File: config.mk
export PLATFORM = sky130hd
export DESIGN_NAME = pid_setpoint_weighted_antiwindup
export DESIGN_NICKNAME = d
export VERILOG_FILES = /design/src/psw_pkg.sv /design/src/psw_mul.sv /design/src/pid_setpoint_weighted_antiwindup.sv
export SDC_FILE = /design/constraint.sdc
export NUM_CORES = 2
export LEC_CHECK = 0
export ABC_AREA = 1
export BUFFER_PORTS_ARGS = -buffer_cell sky130_fd_sc_hd__clkbuf_2
export CAP_MARGIN = 40
export CORE_MARGIN = 1.5
export CORE_UTILIZATION = 50
export DETAILED_ROUTE_END_ITERATION = 8
export GPL_TIMING_DRIVEN = 0
export PLACE_DENSITY = 0.68
export SKIP_CTS_REPAIR_TIMING = 1
export SLEW_MARGIN = 5
export SYNTH_ARGS = -nofsm -noshare
export SYNTH_HDL_FRONTEND = slang
export SYNTH_SLANG_ARGS = --single-unit
File: constraint.sdc
create_clock -name clk_i -period 6.45 [get_ports clk_i]
set_input_delay 0 -clock clk_i [delete_from_list [all_inputs] [get_ports clk_i]]
set_output_delay 0 -clock clk_i [all_outputs]
set_load 0.05 [all_outputs]
File: src/psw_pkg.sv
// Shared constants, types and helpers for the setpoint-weighted PID block.
// Used by psw_mul and pid_setpoint_weighted_antiwindup; no dependencies.
`default_nettype none

package psw_pkg;

  localparam int unsigned TEMP_W    = 10;
  localparam int unsigned GAIN_W    = 24;
  localparam int unsigned WGT_W     = 16;
  localparam int unsigned DRIVE_W   = 8;
  localparam int unsigned LIM_W     = 2;
  localparam int unsigned CFG_IDX_W = 3;
  localparam int unsigned CFG_DAT_W = 24;
  localparam int unsigned FRAC_W    = 12;

  localparam int unsigned ACC_W  = 40;                 // integral and back-calc state
  localparam int unsigned SUM_W  = 44;                 // working sums, Q.12
  localparam int unsigned MA_W   = 44;                 // multiplicand
  localparam int unsigned PROD_W = MA_W + GAIN_W;      // full product
  localparam int unsigned SH_W   = PROD_W - FRAC_W;    // product after >> 12
  localparam int unsigned WACC_W = TEMP_W + WGT_W;     // target times weight
  localparam int unsigned ERR_W  = 26;                 // weighted errors, Q.12

  localparam int unsigned OUTPUT_MAX = 255;
  localparam logic [DRIVE_W-1:0] DRIVE_MAX = DRIVE_W'(OUTPUT_MAX);
  localparam logic [SUM_W-1:0]   LIM_HI_Q  = SUM_W'(OUTPUT_MAX) << FRAC_W;

  localparam logic [CFG_IDX_W-1:0] REG_KP       = 3'd0;
  localparam logic [CFG_IDX_W-1:0] REG_KI       = 3'd1;
  localparam logic [CFG_IDX_W-1:0] REG_KD       = 3'd2;
  localparam logic [CFG_IDX_W-1:0] REG_KB       = 3'd3;
  localparam logic [CFG_IDX_W-1:0] REG_B_WEIGHT = 3'd4;
  localparam logic [CFG_IDX_W-1:0] REG_C_WEIGHT = 3'd5;
  localparam logic [CFG_IDX_W-1:0] REG_MAX_TEMP = 3'd6;
  localparam logic [CFG_IDX_W-1:0] REG_MIN_TEMP = 3'd7;

  localparam logic [LIM_W-1:0] LIM_IN_RANGE = 2'd0;
  localparam logic [LIM_W-1:0] LIM_HIGH     = 2'd1;
  localparam logic [LIM_W-1:0] LIM_LOW      = 2'd2;
  localparam logic [LIM_W-1:0] LIM_OFF      = 2'd3;

  typedef enum logic [2:0] {
    ST_IDLE,
    ST_CHECK,
    ST_MUL_I,
    ST_MUL_P,
    ST_MUL_D,
    ST_LIMIT,
    ST_MUL_B,
    ST_DONE
  } st_e;

  typedef struct packed {
    logic              start;
    logic [MA_W-1:0]   a;
    logic [GAIN_W-1:0] k;
  } mul_req_t;

  // saturate a signed value to 40 bits
  function automatic logic [ACC_W-1:0] sat40(input logic [SH_W-1:0] v);
    logic [SH_W-ACC_W:0] hi;
    hi = v[SH_W-1:ACC_W-1];
    if ((&hi) || !(|hi)) begin
      return v[ACC_W-1:0];
    end else if (v[SH_W-1]) begin
      return {1'b1, {(ACC_W-1){1'b0}}};
    end else begin
      return {1'b0, {(ACC_W-1){1'b1}}};
    end
  endfunction

endpackage

`default_nettype wire

File: src/psw_mul.sv
// Bit-serial signed-by-unsigned multiplier, one gain bit per cycle, LSB first.
// Stops early once the remaining gain bits are zero. Depends on psw_pkg.
`default_nettype none

module psw_mul import psw_pkg::*; (
  input  wire logic              clk_i,
  input  wire logic              rst_ni,
  input  wire mul_req_t          req_i,
  output logic                   busy_o,
  output logic [PROD_W-1:0]      prod_o
);

  logic              busy_q;
  logic [PROD_W-1:0] a_q;
  logic [PROD_W-1:0] acc_q;
  logic [GAIN_W-1:0] k_q;
  logic              k_zero;

  assign k_zero = (k_q == '0);

  always_ff @(posedge clk_i or negedge rst_ni) begin
    if (!rst_ni) begin
      busy_q <= 1'b0;
    end else if (req_i.start) begin
      busy_q <= 1'b1;
    end else if (busy_q && k_zero) begin
      busy_q <= 1'b0;
    end
  end

  always_ff @(posedge clk_i) begin
    if (req_i.start) begin
      a_q   <= {{(PROD_W-MA_W){req_i.a[MA_W-1]}}, req_i.a};
      k_q   <= req_i.k;
      acc_q <= '0;
    end else if (busy_q && !k_zero) begin
      if (k_q[0]) begin
        acc_q <= acc_q + a_q;
      end
      a_q <= {a_q[PROD_W-2:0], 1'b0};
      k_q <= {1'b0, k_q[GAIN_W-1:1]};
    end
  end

  assign busy_o = busy_q;
  assign prod_o = acc_q;

endmodule

`default_nettype wire

File: src/pid_setpoint_weighted_antiwindup.sv
// When the heater is off an item skips the multiplies; otherwise its products go through
// one bit-serial multiplier, shared by four products with ki, kp, kd and kb.
// One item at a time: the next is taken the cycle after its result is loaded.
// Reset (async, active low) clears integral, back-calc and derivative state and
// loads the register defaults. Depends on psw_pkg and psw_mul.
`default_nettype none

module pid_setpoint_weighted_antiwindup import psw_pkg::*; (
  input  wire logic                 clk_i,
  input  wire logic                 rst_ni,
  input  wire logic                 cfg_we_i,
  input  wire logic [CFG_IDX_W-1:0] cfg_idx_i,
  input  wire logic [CFG_DAT_W-1:0] cfg_wdata_i,
  input  wire logic                 in_valid_i,
  output logic                      in_ready_o,
  input  wire logic [TEMP_W-1:0]    measured_temp_i,
  input  wire logic [TEMP_W-1:0]    target_temp_i,
  output logic                      out_valid_o,
  input  wire logic                 out_ready_i,
  output logic [DRIVE_W-1:0]        drive_o,
  output logic [LIM_W-1:0]          limited_o
);

  // configuration
  logic [GAIN_W-1:0] kp_q, ki_q, kd_q, kb_q;
  logic [WGT_W-1:0]  b_weight_q, c_weight_q;
  logic [TEMP_W-1:0] max_temp_q, min_temp_q;

  // loop state
  logic [ACC_W-1:0]  integral_q, bc_q;
  logic [ERR_W-1:0]  last_q;

  st_e state_q, state_d;
  logic out_valid_q;

  // item working registers
  logic [TEMP_W-1:0] m_q, c_q, cs_q;
  logic [WACC_W-1:0] bws_q, cws_q, wb_q, wc_q;
  logic [SUM_W-1:0]  tot_q;
  logic [DRIVE_W-1:0] res_drive_q, drive_q;
  logic [LIM_W-1:0]   res_lim_q, lim_q;

  logic [TEMP_W-1:0] tgt_clamp;
  logic              heater_off, ws_done;
  logic              mul_busy;
  logic [PROD_W-1:0] mul_prod;
  mul_req_t          mul_req;
  logic              accept, load_out;

  logic [TEMP_W:0]   diff_cm;
  logic [ERR_W-1:0]  m_scaled, err_p, err_d;
  logic [ERR_W:0]    err_dd;
  logic [SUM_W-1:0]  integ_ext, bc_ext, i_sum, prod_q12, tot_p, tot_pd;
  logic [SUM_W-1:0]  clamped, bc_arg;
  logic              at_hi, at_lo;
  logic [ACC_W-1:0]  i_new, bc_new;

  assign tgt_clamp  = (target_temp_i > max_temp_q) ? max_temp_q : target_temp_i;
  assign heater_off = (c_q <= min_temp_q);
  assign ws_done    = (cs_q == '0);

  assign diff_cm  = {1'b0, c_q} - {1'b0, m_q};
  assign m_scaled = {4'b0, m_q, {FRAC_W{1'b0}}};
  assign err_p    = {2'b0, wb_q[WACC_W-1:2]} - m_scaled;
  assign err_d    = {2'b0, wc_q[WACC_W-1:2]} - m_scaled;
  assign err_dd   = {err_d[ERR_W-1], err_d} - {last_q[ERR_W-1], last_q};

  assign integ_ext = {{(SUM_W-ACC_W){integral_q[ACC_W-1]}}, integral_q};
  assign bc_ext    = {{(SUM_W-ACC_W){bc_q[ACC_W-1]}}, bc_q};
  assign i_sum     = integ_ext + mul_prod[SUM_W-1:0] + bc_ext;
  assign i_new     = sat40({{(SH_W-SUM_W){i_sum[SUM_W-1]}}, i_sum});
  assign prod_q12  = mul_prod[FRAC_W+SUM_W-1:FRAC_W];
  assign tot_p     = integ_ext + prod_q12;
  assign tot_pd    = tot_q + prod_q12;

  assign at_hi   = ($signed(tot_q) >= $signed(LIM_HI_Q));
  assign at_lo   = tot_q[SUM_W-1] || (tot_q == '0);
  assign clamped = at_hi ? LIM_HI_Q : (at_lo ? '0 : tot_q);
  assign bc_arg  = clamped - tot_q;
  assign bc_new  = sat40(mul_prod[PROD_W-1:FRAC_W]);

  psw_mul u_mul (
    .clk_i  (clk_i),
    .rst_ni (rst_ni),
    .req_i  (mul_req),
    .busy_o (mul_busy),
    .prod_o (mul_prod)
  );

  // next state
  always_comb begin
    state_d = state_q;
    case (state_q)
      ST_IDLE:  if (in_valid_i) state_d = ST_CHECK;
      ST_CHECK: state_d = heater_off ? ST_DONE : ST_MUL_I;
      ST_MUL_I: if (!mul_busy && ws_done) state_d = ST_MUL_P;
      ST_MUL_P: if (!mul_busy) state_d = ST_MUL_D;
      ST_MUL_D: if (!mul_busy) state_d = ST_LIMIT;
      ST_LIMIT: state_d = ST_MUL_B;
      ST_MUL_B: if (!mul_busy) state_d = ST_DONE;
      ST_DONE:  if (!out_valid_q || out_ready_i) state_d = ST_IDLE;
      default:  state_d = ST_IDLE;
    endcase
  end

  // state outputs
  always_comb begin
    in_ready_o    = 1'b0;
    load_out      = 1'b0;
    mul_req.start = 1'b0;
    mul_req.a     = '0;
    mul_req.k     = '0;
    case (state_q)
      ST_IDLE: begin
        in_ready_o = 1'b1;
      end
      ST_CHECK: begin
        mul_req.start = !heater_off;
        mul_req.a     = {{(MA_W-TEMP_W-1){diff_cm[TEMP_W]}}, diff_cm};
        mul_req.k     = ki_q;
      end
      ST_MUL_I: begin
        mul_req.start = !mul_busy && ws_done;
        mul_req.a     = {{(MA_W-ERR_W){err_p[ERR_W-1]}}, err_p};
        mul_req.k     = kp_q;
      end
      ST_MUL_P: begin
        mul_req.start = !mul_busy;
        mul_req.a     = {{(MA_W-ERR_W-1){err_dd[ERR_W]}}, err_dd};
        mul_req.k     = kd_q;
      end
      ST_LIMIT: begin
        mul_req.start = 1'b1;
        mul_req.a     = bc_arg;
        mul_req.k     = kb_q;
      end
      ST_DONE: begin
        load_out = !out_valid_q || out_ready_i;
      end
      default: begin
        in_ready_o = 1'b0;
      end
    endcase
  end

  assign accept = in_valid_i && in_ready_o;

  always_ff @(posedge clk_i or negedge rst_ni) begin
    if (!rst_ni) begin
      state_q     <= ST_IDLE;
      out_valid_q <= 1'b0;
    end else begin
      state_q <= state_d;
      if (load_out) begin
        out_valid_q <= 1'b1;
      end else if (out_ready_i) begin
        out_valid_q <= 1'b0;
      end
    end
  end

  always_ff @(posedge clk_i or negedge rst_ni) begin
    if (!rst_ni) begin
      kp_q       <= '0;
      ki_q       <= '0;
      kd_q       <= '0;
      kb_q       <= '0;
      b_weight_q <= 16'd16384;
      c_weight_q <= 16'd16384;
      max_temp_q <= 10'd275;
      min_temp_q <= 10'd5;
    end else if (cfg_we_i) begin
      case (cfg_idx_i)
        REG_KP:       kp_q       <= cfg_wdata_i;
        REG_KI:       ki_q       <= cfg_wdata_i;
        REG_KD:       kd_q       <= cfg_wdata_i;
        REG_KB:       kb_q       <= cfg_wdata_i;
        REG_B_WEIGHT: b_weight_q <= cfg_wdata_i[WGT_W-1:0];
        REG_C_WEIGHT: c_weight_q <= cfg_wdata_i[WGT_W-1:0];
        REG_MAX_TEMP: max_temp_q <= cfg_wdata_i[TEMP_W-1:0];
        REG_MIN_TEMP: min_temp_q <= cfg_wdata_i[TEMP_W-1:0];
        default:      kp_q       <= kp_q;
      endcase
    end
  end

  always_ff @(posedge clk_i or negedge rst_ni) begin
    if (!rst_ni) begin
      integral_q <= '0;
      bc_q       <= '0;
      last_q     <= '0;
      cs_q       <= '0;
    end else begin
      case (state_q)
        ST_CHECK: begin
          if (heater_off) begin
            integral_q <= '0;
            last_q     <= '0;
          end else begin
            cs_q <= c_q;
          end
        end
        ST_MUL_I: begin
          if (!mul_busy && ws_done) integral_q <= i_new;
        end
        ST_LIMIT: begin
          last_q <= err_d;
        end
        ST_MUL_B: begin
          if (!mul_busy) bc_q <= bc_new;
        end
        default: begin
          last_q <= last_q;
        end
      endcase
      if (state_q != ST_CHECK && !ws_done) begin
        cs_q <= {1'b0, cs_q[TEMP_W-1:1]};
      end
    end
  end

  // target-times-weight products, one target bit per cycle
  always_ff @(posedge clk_i) begin
    if (state_q == ST_CHECK) begin
      bws_q <= {{TEMP_W{1'b0}}, b_weight_q};
      cws_q <= {{TEMP_W{1'b0}}, c_weight_q};
      wb_q  <= '0;
      wc_q  <= '0;
    end else if (!ws_done) begin
      if (cs_q[0]) begin
        wb_q <= wb_q + bws_q;
        wc_q <= wc_q + cws_q;
      end
      bws_q <= {bws_q[WACC_W-2:0], 1'b0};
      cws_q <= {cws_q[WACC_W-2:0], 1'b0};
    end
  end

  always_ff @(posedge clk_i) begin
    if (accept) begin
      m_q <= measured_temp_i;
      c_q <= tgt_clamp;
    end
    if (state_q == ST_MUL_P && !mul_busy) tot_q <= tot_p;
    if (state_q == ST_MUL_D && !mul_busy) tot_q <= tot_pd;
    if (state_q == ST_CHECK) begin
      res_drive_q <= '0;
      res_lim_q   <= LIM_OFF;
    end
    if (state_q == ST_LIMIT) begin
      if (at_hi) begin
        res_drive_q <= DRIVE_MAX;
        res_lim_q   <= LIM_HIGH;
      end else if (at_lo) begin
        res_drive_q <= '0;
        res_lim_q   <= LIM_LOW;
      end else begin
        res_drive_q <= tot_q[FRAC_W+DRIVE_W-1:FRAC_W];
        res_lim_q   <= LIM_IN_RANGE;
      end
    end
    if (load_out) begin
      drive_q <= res_drive_q;
      lim_q   <= res_lim_q;
    end
  end

  assign out_valid_o = out_valid_q;
  assign drive_o     = drive_q;
  assign limited_o   = lim_q;

  a_off_clears: assert property (@(posedge clk_i) disable iff (!rst_ni)
    (state_q == ST_CHECK && heater_off) |=>
      (integral_q == '0 && last_q == '0 && state_q == ST_DONE))
    else $error("heater off did not clear loop state");

  a_hi_drive: assert property (@(posedge clk_i) disable iff (!rst_ni)
    (out_valid_o && limited_o == LIM_HIGH) |-> (drive_o == DRIVE_MAX))
    else $error("clamped high item without full drive");

  a_zero_drive: assert property (@(posedge clk_i) disable iff (!rst_ni)
    (out_valid_o && (limited_o == LIM_LOW || limited_o == LIM_OFF)) |-> (drive_o == '0))
    else $error("clamped low or off item with nonzero drive");

  a_weights_ready: assert property (@(posedge clk_i) disable iff (!rst_ni)
    (state_q == ST_MUL_P) |-> ws_done)
    else $error("weighted errors used before target products finished");

  a_mul_free: assert property (@(posedge clk_i) disable iff (!rst_ni)
    mul_req.start |-> !mul_busy)
    else $error("multiplier restarted while busy");

endmodule

`default_nettype wire

==> flow_summary.toml <==
[status]
status = "complete, but fails checks"
violations = "negative hold slack"

[global_route]
grt_first_pass_wirelength_um = 250300
antenna_found_initial = 2
grt_pass1_vias = 42280
grt_max_degree = 103
gr-usage-all-layers_pct = 36.16
grt_overflow_total = 0

[critical_path]
path_common_cell = "nand2_1"
crit_slowest_cell = "o21ai_0"
reg2reg_depth = 20
crit_required_ns = 6.87
regToRegStartpoint = "tot_q[21]"
worst_setup_path_start_kind = "flip-flop"
r2r_setup_slack_ns = 0.49
critPathMaxStageDelay_ns = 0.60
crit_arrival_ns = 6.38
cp_top_family = "simple AND/OR/NAND/NOR gates"
critPathLaunch = "tot_q[21]"
cp_max_fo = 10
critPathBufInv = 3
path_class = "reg2reg"
crit_chain = "nor4_1 > nand4_1 > o21ai_0 > clkinv_1 > clkbuf_1 > nor3_1 > ha_1 > nand2_1 > nor2_1 > inv_1 > o21ai_0 > nor2_1 > o21ai_0 > nand2_1 > nand2_1 > nand2_1 > nand3_1 > nand3_1 > nand2_1 > nand2_1"
regToRegEndpoint = "u_mul.a_q[24]"
cp-end-kind = "flip-flop"

[cts]
clk-insertion-delay-late_ns = 0.68
numCtsBuffers = 71
cts_sinks = 616
cts_root_buf = "clkbuf_16"
clock_path_buffers = 3
cts-htree-levels = 3
tritoncts = "built"
clk_pin_slew_ns = 0.06

[place]
placed_area_um2 = 47360
io_buffers = 63
gp_congestion = 1.040
post-place-ws_ns = 0.5162
hpwl_um = 136500

[synth]
synth_simple_gate_area_share_pct = 24.10
synth.top_cell.area_share_pct = 14.40
synth_top_flop_cell = "dfrtp_1"
synth.avg_cell_area_um2 = 7.119
yosys.area.top_type = "dfrtp_1"
yosysWarnings = 0
synth.distinct_cells = 56
yosysSeqAreaShare_pct = 34.90
synth_most_common_cell = "nand2_1"
synth_compound_area_share_pct = 18.16
synth.area.mux_share_pct = 0.02493
synth_area_leaders = "dfrtp_1 (14%), edfxtp_1 (14%), nand2_1 (13%)"
synth_edf_count = 208
synth_top_family_by_area = "simple AND/OR/NAND/NOR gates"
syn_inst = 6346
synthAdderAreaFrac_pct = 11.32
synthTopCellsByCount = "nand2_1 (1597), inv_1 (861), nor2_1 (651)"
ys_async_sr_fraction_pct = 43.51
synth-xor-area-share_pct = 2.753
synth_seq_cells = 616
netlist_area_um2 = 45170

[floorplan]
start_util_pct = 50.34
core_area_um2 = 89740
ios = 64
num_rows = 110
die_h_um = 303.6
die_width_um = 303.6
dieArea_um2 = 92160

[pwr]
p_leak_nw = 23.87
switching_power_mw = 14.49
swShare_pct = 51.58
p_clk_share_pct = 15.3
p_seq_share_pct = 25.9
p_comb_share_pct = 58.8
ir_drop_uv = 336.8
internal-power_mw = 13.60
power.density_nw_per_um2 = 557.6
finalPower_mw = 28.08

[run]
drv_cap = 0

[route]
detail-route-antenna-nets = 0
vias = 44170
drt-total-wl_um = 168200
firstDrtPassIters = 6
drtIter0Drc = 3777
viasPerCell = 5.658
wl_per_cell_um = 21.55
drc_errors = 0

[sta]
holdWs_ns = -0.05369
fin_crit_ns = 5.964
setup-tns-final_ns = 0
worst_pin_slew_ns = 0.9896
hold_viol_final = 84
setup_viol = 0
slew_headroom_pct = 34.03
report.final.slew_viol_count = 0
timing.fmax_ghz = 0.1677
rsz0062_at_grt = "no"
fin_ws_ns = 0.4861
finalCritPeriodShare_pct = 92.46
clock_skew_ns = 0.05995

[finish]
fin_area_um2 = 50370
layout-drive-gt1-share_pct = 4.329
num-fill-cells = 8863
area_growth_pct = 11.50
layout.nets = 7002

[min_path]
worstHoldPathType = "in2async"
per-layer routing:
layer / part of all wire, % / global-route usage (%) / up-vias
met3: 6.6 / 5.347 / 414
li1: - / - / 21450
met4: 6.4 / 20.27 / 4
met1: 40 / 44.72 / 20770
met5: 0.019 / 0 / -
met2: 47 / 60.45 / 1532
registers in the layout (all words and copies together), names as in the netlist, 8 cells and up:
signal and flops:
kp_q 24, bws_q 26, min_temp_q 10, u_mul.a_q 68
c_q 10, last_q 25, wb_q 26, u_mul.prod_o 68
res_drive_q 8, ki_q 24, m_q 10, max_temp_q 10
tot_q 44, c_weight_q 16, b_weight_q 16, drive_o 8
cs_q 10, kb_q 24, cws_q 26, integral_q 40
u_mul.k_q 24, kd_q 24, wc_q 26, bc_q 40
power by group through the flow:
| stage | Sequential (mW) | Combinational, mW | Clock, mW |
|---|---|---|---|
| 6_report | 7.27 | 16.5 | 4.30 |
| 3_5_place_dp | 7.28 | 16.1 | 0 |
| 3_3_place_gp | 7.26 | 15.8 | 0 |
| 2_1_floorplan | 6.46 | 11.5 | 0 |
| 5_1_grt | 7.32 | 18.4 | 4.48 |
| 4_1_cts | 7.21 | 16.2 | 4.33 |
final cells by class:
| class | count | area (um^2) | area share, % |
|---|---|---|---|
| flip-flops and latches | 616 | 15770 | 31.30 |
| well taps | 1176 | 1471 | 2.921 |
| clock buffers | 94 | 2016 | 4.002 |
| repair buffers | 132 | 1116 | 2.216 |
| clock inverters | 35 | 483.0 | 0.9589 |
| diodes | 1 | 2.502 | 0.004968 |
| multi-input cells | 4717 | 25570 | 50.76 |
| plain buffers | 164 | 678.2 | 1.346 |
| inverters | 871 | 3269 | 6.491 |
cell usage in the layout (no fill, tap or decap), drive strengths merged, types with 23 or more instances in the layout:
cell type	synthesis	final
nor2	659	659
clkbuf	120	277
o211ai	31	31
edfxtp	208	208
a41oi	25	25
o22ai	40	40
a21o	35	35
a21oi	535	535
nand2	1600	1600
o21a	33	33
o21ai	607	607
o21bai	56	56
nand4	67	67
dlygate4sd3	0	51
ha	324	324
a31oi	49	49
buf	44	62
dfxtp	140	140
nor4	27	27
inv	869	873
xnor2	57	57
a22oi	26	26
xor2	85	85
nor3	71	71
clkinv	2	27
conb	1	23
dfrtp	260	260
fa	53	53
nand3	228	228
a21boi	26	26
stage by stage:
stage               hold slack, ns  std cells  util, %
global route               0.02948       7805    56.13
finish                    -0.05369       7806    56.13
global placement            0.2009       7607    52.42
floorplan                  -0.2956       6368        -
detailed placement          0.1124       7625    52.77
CTS                        -0.5996       7754    55.56
cell families (layout without fill, tap and decap cells):
| kind of cell | after synthesis | after routing |
|---|---|---|
| buffers and inverters | 1035 | 1296 |
| xor gates and xnor gates | 142 | 142 |
| DFF | 616 | 616 |
| adders and majority gates | 377 | 377 |
| and+or+nand+nor | 2695 | 2695 |
| muxes | 1 | 1 |
| AOI/OAI and AO/OA | 1479 | 1479 |
| other | 1 | 24 |
how the worst max path moves through the flow:
stage          cells after the start  slack, ns              to
2_1_floorplan                      5       1.91        tot_q[0]
3_3_place_gp                       1      -0.57  integral_q[14]
3_5_place_dp                      20       0.52   u_mul.a_q[24]
4_1_cts                           20       0.52   u_mul.a_q[24]
5_1_grt                           20       0.16   u_mul.a_q[24]
6_report                          20       0.49   u_mul.a_q[24]
Note: power is estimated with default switching activity, not from simulation.
